<file path="config.mk">
export PLATFORM = sky130hd
export DESIGN_NAME = rmds_ctrl
export DESIGN_NICKNAME = d
export VERILOG_FILES = /design/src/hdl/rmds_pkg.sv /design/src/hdl/rmds_ctrl.sv
export SDC_FILE = /design/constraint.sdc
export NUM_CORES = 1
export LEC_CHECK = 0
export ABC_AREA = 1
export BUFFER_PORTS_ARGS = -buffer_cell sky130_fd_sc_hd__buf_2
export CAP_MARGIN = 30
export CORE_MARGIN = 1.5
export CORE_UTILIZATION = 35
export CTS_CLUSTER_SIZE = 12
export DETAILED_ROUTE_END_ITERATION = 10
export PLACE_DENSITY = 0.81
export SLEW_MARGIN = 40
export SYNTH_ARGS = -nofsm -noshare
export SYNTH_HDL_FRONTEND = slang
export SYNTH_SLANG_ARGS = --single-unit
</file>
<file path="constraint.sdc">
create_clock -name clk -period 2.2 [get_ports clk]
set_input_delay 0.22 -clock clk [delete_from_list [all_inputs] [get_ports clk]]
set_output_delay 0.22 -clock clk [all_outputs]
set_load 0.03 [all_outputs]
</file>
<file path="src/hdl/rmds_pkg.sv">
package rmds_pkg;

	localparam int CAPACITY = 1024;
	localparam int VALUE_W  = 32;
	localparam int DEV_W    = 43;
	localparam int CNT_W    = $clog2(CAPACITY + 1);
	localparam int ADDR_W   = $clog2(CAPACITY);

	// operation codes; code 3 acts as a query
	localparam logic [1:0] OP_INSERT = 2'd0;
	localparam logic [1:0] OP_REMOVE = 2'd1;
	localparam logic [1:0] OP_QUERY  = 2'd2;

	// error codes
	localparam logic [1:0] ERR_NONE   = 2'd0;
	localparam logic [1:0] ERR_ABSENT = 2'd1;
	localparam logic [1:0] ERR_FULL   = 2'd2;

	typedef enum logic [3:0] {
		ST_IDLE,
		ST_PRE_LO,
		ST_PRE_HI,
		ST_PRE_CAP,
		ST_SRCH_A,
		ST_SRCH_B,
		ST_RM_CHK,
		ST_RM_SH_R,
		ST_RM_SH_W,
		ST_INS_SH_R,
		ST_INS_SH_W,
		ST_INS_WR,
		ST_FIN_LO,
		ST_FIN_HI,
		ST_FIN_OUT
	} state_t;

	// read address source
	typedef enum logic [2:0] {
		RA_LO,
		RA_HI,
		RA_MID,
		RA_POS,
		RA_DN,
		RA_UP
	} rsel_t;

	typedef struct packed {
		logic       load;
		rsel_t      rsel;
		logic       cap_lo;
		logic       cap_hi;
		logic       bnd_init;
		logic       bnd_step;
		logic       ptr_ins;
		logic       ptr_rm;
		logic       ptr_inc;
		logic       ptr_dec;
		logic       wr_shift;
		logic       wr_x;
		logic       cnt_inc;
		logic       cnt_dec;
		logic       set_ok;
		logic       set_err;
		logic [1:0] err_code;
		logic       dev_upd;
		logic       out_load;
	} cmd_t;

	typedef struct packed {
		logic is_ins;
		logic is_rm;
		logic empty;
		logic full;
		logic bnd_eq;
		logic pos_end;
		logic match;
		logic ins_sh_done;
		logic rm_sh_done;
	} sts_t;

endpackage

</file>
<file path="src/hdl/rmds_ctrl.sv">
module rmds_ctrl import rmds_pkg::*; (
	input  logic clk,
	input  logic arst_n,
	input  logic start,
	output logic busy,
	input  sts_t sts,
	output cmd_t cmd
);

	state_t state_q;
	state_t state_d;

	// state register
	always_ff @(posedge clk or negedge arst_n) begin
		if (!arst_n) begin
			state_q <= ST_IDLE;
		end else begin
			state_q <= state_d;
		end
	end

	assign busy = (state_q != ST_IDLE);

	// next state and commands
	always_comb begin
		state_d = state_q;
		cmd     = '0;
		cmd.rsel = RA_LO;
		unique case (state_q)
			ST_IDLE: begin
				if (start) begin
					cmd.load = 1'b1;
					state_d  = ST_PRE_LO;
				end
			end
			ST_PRE_LO: begin
				if (sts.is_ins && sts.full) begin
					cmd.set_err  = 1'b1;
					cmd.err_code = ERR_FULL;
					state_d      = ST_FIN_LO;
				end else if (sts.is_rm && sts.empty) begin
					cmd.set_err  = 1'b1;
					cmd.err_code = ERR_ABSENT;
					state_d      = ST_FIN_LO;
				end else if (!sts.is_ins && !sts.is_rm) begin
					state_d = ST_FIN_LO;
				end else begin
					cmd.rsel = RA_LO;
					state_d  = ST_PRE_HI;
				end
			end
			ST_PRE_HI: begin
				cmd.rsel   = RA_HI;
				cmd.cap_lo = 1'b1;
				state_d    = ST_PRE_CAP;
			end
			ST_PRE_CAP: begin
				cmd.cap_hi   = 1'b1;
				cmd.bnd_init = 1'b1;
				state_d      = ST_SRCH_A;
			end
			ST_SRCH_A: begin
				if (!sts.bnd_eq) begin
					cmd.rsel = RA_MID;
					state_d  = ST_SRCH_B;
				end else if (sts.is_ins) begin
					cmd.ptr_ins = 1'b1;
					state_d     = ST_INS_SH_R;
				end else if (sts.pos_end) begin
					cmd.set_err  = 1'b1;
					cmd.err_code = ERR_ABSENT;
					state_d      = ST_FIN_LO;
				end else begin
					cmd.rsel = RA_POS;
					state_d  = ST_RM_CHK;
				end
			end
			ST_SRCH_B: begin
				cmd.bnd_step = 1'b1;
				state_d      = ST_SRCH_A;
			end
			ST_RM_CHK: begin
				if (sts.match) begin
					cmd.ptr_rm = 1'b1;
					state_d    = ST_RM_SH_R;
				end else begin
					cmd.set_err  = 1'b1;
					cmd.err_code = ERR_ABSENT;
					state_d      = ST_FIN_LO;
				end
			end
			ST_RM_SH_R: begin
				if (sts.rm_sh_done) begin
					cmd.cnt_dec = 1'b1;
					cmd.set_ok  = 1'b1;
					state_d     = ST_FIN_LO;
				end else begin
					cmd.rsel = RA_UP;
					state_d  = ST_RM_SH_W;
				end
			end
			ST_RM_SH_W: begin
				cmd.wr_shift = 1'b1;
				cmd.ptr_inc  = 1'b1;
				state_d      = ST_RM_SH_R;
			end
			ST_INS_SH_R: begin
				if (sts.ins_sh_done) begin
					state_d = ST_INS_WR;
				end else begin
					cmd.rsel = RA_DN;
					state_d  = ST_INS_SH_W;
				end
			end
			ST_INS_SH_W: begin
				cmd.wr_shift = 1'b1;
				cmd.ptr_dec  = 1'b1;
				state_d      = ST_INS_SH_R;
			end
			ST_INS_WR: begin
				cmd.wr_x    = 1'b1;
				cmd.cnt_inc = 1'b1;
				cmd.set_ok  = 1'b1;
				state_d     = ST_FIN_LO;
			end
			ST_FIN_LO: begin
				cmd.rsel = RA_LO;
				state_d  = ST_FIN_HI;
			end
			ST_FIN_HI: begin
				cmd.rsel    = RA_HI;
				cmd.dev_upd = 1'b1;
				cmd.cap_lo  = 1'b1;
				state_d     = ST_FIN_OUT;
			end
			ST_FIN_OUT: begin
				cmd.out_load = 1'b1;
				state_d      = ST_IDLE;
			end
			default: begin
				state_d = ST_IDLE;
			end
		endcase
	end

endmodule

</file>
=== Yosys cells after proc, flatten, opt, wreduce, memory -nomap -nowiden ===
Cells that the tools add are included.
Widths: inputs -> output; s select.

* Muxes and demuxes: 43
* Reductions and logical operators: 10
* Equal/unequal tests: 15

{| class="wikitable"
|+ Operators by type and width
! operator !! count
|-
| $pmux 4 s13 || 1
|-
| $mux 4 || 8
|-
| $eq 4x4->1 const B || 7
|-
| $mux 3 || 9
|-
| $eq 4x3->1 const B || 4
|-
| $mux 1 || 16
|-
| $mux 2 || 6
|-
| $pmux 3 s4 || 1
|-
| $pmux 3 s3 || 1
|-
| $eq 4x2->1 const B || 2
|-
| $reduce_or 2->1 || 3
|-
| $eq 4x1->1 const B || 1
|-
| $logic_not 4->1 || 1
|-
| $reduce_bool 4->1 || 1
|-
| $logic_and 1x1->1 || 3
|-
| $logic_not 1->1 || 2
|-
| $ne 2x2->1 const B || 1
|-
| $pmux 1 s2 || 1
|}

* Register bits: 4

=== Longest topological paths before layout ===
* Depth after elaboration: 6
* Depth in mapped cells: 7
* Mapped depth without buffers: 7

=== Worst setup path before layout ===
OpenSTA, ideal clock, no wires.

* Path type: reg2out
* Start point: register state_q[0]
* End point: output cmd[18] (netlist bit)
* Cell stages (with the launch flop): 6
* Path buffers: 0
* Arrival time: 1,724 ps
* Path slack: 256 ps
* Cells stage by stage: dfrtp_1 -> inv_1 -> nand2_1 -> o21ai_0 -> nor2_1 -> nand2_1

{| class="wikitable"
|+ RTL lines
! item !! RTL line !! RTL
|-
| start: declaration || rmds_ctrl.sv:10 || <nowiki>state_t state_q;</nowiki>
|-
| start signal: assignment || rmds_ctrl.sv:18 || <nowiki>state_q <= state_d;</nowiki>
|-
| end: declaration || rmds_ctrl.sv:7 || <nowiki>output cmd_t cmd</nowiki>
|}

==> out/results.ini <==
[worst_setup_path]
reg2reg_from=state_q[1]
cp_launch_point=state_q[1]
worstPathArrival_ns=1.66
crit_path_start_kind=flip-flop
critical_path.max_fanout=6
timing.setup.critical_path_class=reg -> out
worstSetupEndpointType=output port
crit_required_ns=1.98

[clocking]
cts.root.buffer_cell=clkbuf_4
cts-buffers-inserted=3
tritoncts_num_sinks=4
source_to_sink_clock_delay_at_the_later_pin_of_the_worst_skew_pair_ns=0.25
clkTransAtPathRegs_ns=0.04
tritoncts=yes
post_cts_buffers=0
cts_htree_levels=1
clock_path_buffers=2

[power]
share_seq_of_total_power=0.164
power.switching_fraction=0.619
cell_int_power_w=0.000375
worst_ir_drop_vdd_uv=569
total_switching_power_w=0.000610
power.share.combinational=0.738
leakagePower_nw=0.572
power.density_nw_per_um2=1330
clock_power_share=0.097

[global_route]
grt_use_total=0.185
via_count_of_the_first_global_routing_pass=654
grt_overflow=0
maximum_number_of_pins_on_one_net_before_global_route_repair=7
grt_first_pass_wirelength_mm=2.52
antenna_violations_before_repair=0

[yosys]
ys_seq_area_frac=0.187
synthCells=106
yosysUniqueCellTypes=13
netlist_area_um2=534
mappedNetlistNets=118
syn_avg_cell_area_um2=5.04
synth-seq-cells=4
synthesis.yosys.warnings=0

[sta]
finalHoldViolations=0
setup_viol=0
min_period_over_period=0.852
rsz0062_at_grt=no
fin_worst_skew_ns=0.00421
final_critical_delay_including_setup_and_external_delays_ns=1.88
maxClockFrequency_mhz=533
setup_ws_ns=0.325
finalMaxSlewViolations=0
slew-limit-headroom=0.777
worstMarginPinSlew_ns=0.333
tns_ns=0

[final_layout]
layout-drive-gt1-share=0.289
area_growth_pct=38.6
largest_register=state_q
antennaDiodeCount=0
final_design_area_no_fill_um2=741
number_of_flip_flops_under_the_largest_register_name=4
largestRegisters=state_q (4)
finish.cell_count_without_fillers=157
num-fill-cells=146
finalNetCount=156

[floorplanning]
starting_density_of_the_core=0.391
dieWidth_um=42.1
core_region_area_um2=1370
die_height_um=42.1
floorplan.rows=13
design.portCount=35
design.die.area_um2=1770

[placed_design]
gpl_wtd_cong=0.956
dpl.cell_count=153
place_area_um2=708
dp_worst_setup_slack_ns=0.607
place.detailed.hpwl_mm=1.35
place.port_buffers=34

[detailed_routing]
drt_first_iter_violations=39
final_wl_mm=1.60
post_drt_via_cell_ratio=4.87
route.vias.total=765
drc_violation_count_after_routing=0
drt-wirelength-per-cell_um=10.2
drtPass1Iterations=4
drt.antenna.violating_nets=0

[run]
drv.max_cap_violation_count=0

[worst_hold_path]
hp-start=start
hold_class=in -> reg

[run_status]
outcome=finished clean

==> layout make-up <==
type                    count  area, um2  area share
flip-flops and latches      4        100       0.135
repair buffers             35        180       0.243
multi-input cells          76        329       0.444
well taps                  15       18.8      0.0253
inverters                  24       90.1       0.122
clock buffers               3       22.5      0.0304
==> timing repair <==
item                                   4_1_cts  5_1_grt
hold buffers                                 1        0
endpoints found under the hold margin        4        0
gates resized for setup                      0        0
==> path summary, 6_finish.rpt <==
path | end | slack (ns) | cells past startpoint
worst min-delay path | state_q[0] | 0.28 | 3
worst max-delay path | cmd[2] | 0.32 | 6
max in group asynchronous | state_q[2] | 1.78 | 2
worst max register to register | state_q[2] | 0.90 | 6
worst min register to register | state_q[0] | 0.65 | 3
min in group asynchronous | state_q[1] | 0.30 | 2
==> power groups by stage <==
stage	combinational (W)	clock [W]	sequential (W)
after floorplan	0.000542	0	0.000149
after global placement	0.000711	0	0.000157
after detailed placement	0.000718	0	0.000159
after CTS	0.000723	0.0000954	0.000158
after global routing	0.000790	0.000102	0.000163
final	0.000727	0.0000959	0.000162
==> metal layers <==
layer | vias up | wire, um | global-route usage
met5 | - | 0 | 0
met4 | 0 | 20 | 0.0938
met3 | 2 | 118 | 0.0302
met2 | 35 | 768 | 0.328
met1 | 337 | 692 | 0.210
li1 | 391 | - | -
==> stage by stage <==
| stage | util | hold slack [ns] | power (W) |
|---|---|---|---|
| after global routing | 0.542 | 0.283 | 0.00106 |
| after CTS | 0.542 | 0.281 | 0.000976 |
| after detailed placement | 0.518 | 0.0272 | 0.000877 |
| after floorplan | - | -0.0756 | 0.000691 |
| final | 0.542 | 0.276 | 0.000984 |
| after global placement | 0.518 | 0.0225 | 0.000868 |
==> synthesized netlist by cell type <==
cell	n	area, um2
buf_4	2	15.0
nor3_1	3	15.0
nor2_1	19	71.3
nand2_2	1	6.26
nand3_1	7	35.0
a21oi_1	3	15.0
nand3b_1	2	15.0
nand2_1	33	124
inv_1	24	90.1
nor2_2	2	12.5
o21ai_0	5	25.0
nor3_2	1	10.0
dfrtp_1	4	100
==> critical path, stage by stage, from the launching register on <==
cell	delay (ns)
dfrtp_1	0.44
nor2_1	0.31
nand2_2	0.16
nor3_2	0.12
nor2_1	0.08
o21ai_0	0.08
buf_2	0.22
==> cells in the final DEF, fill, tap and decap left out <==
cell type       n
a21oi_1         3
buf_2          34
clkbuf_4        3
dfrtp_1         4
dlygate4sd3_1   1
inv_1          24
nand2_1        33
nand2_2         1
nand3_1         7
nand3b_1        2
nor2_1         19
nor2_2          2
nor3_1          3
nor3_2          1
o21ai_0         5
==> cell families after synthesis <==
group	share of synthesized area
buf+inv	0.197
compound gates	0.0749
flops	0.187
simple gates	0.541
Power figures use the tool's default switching activity.
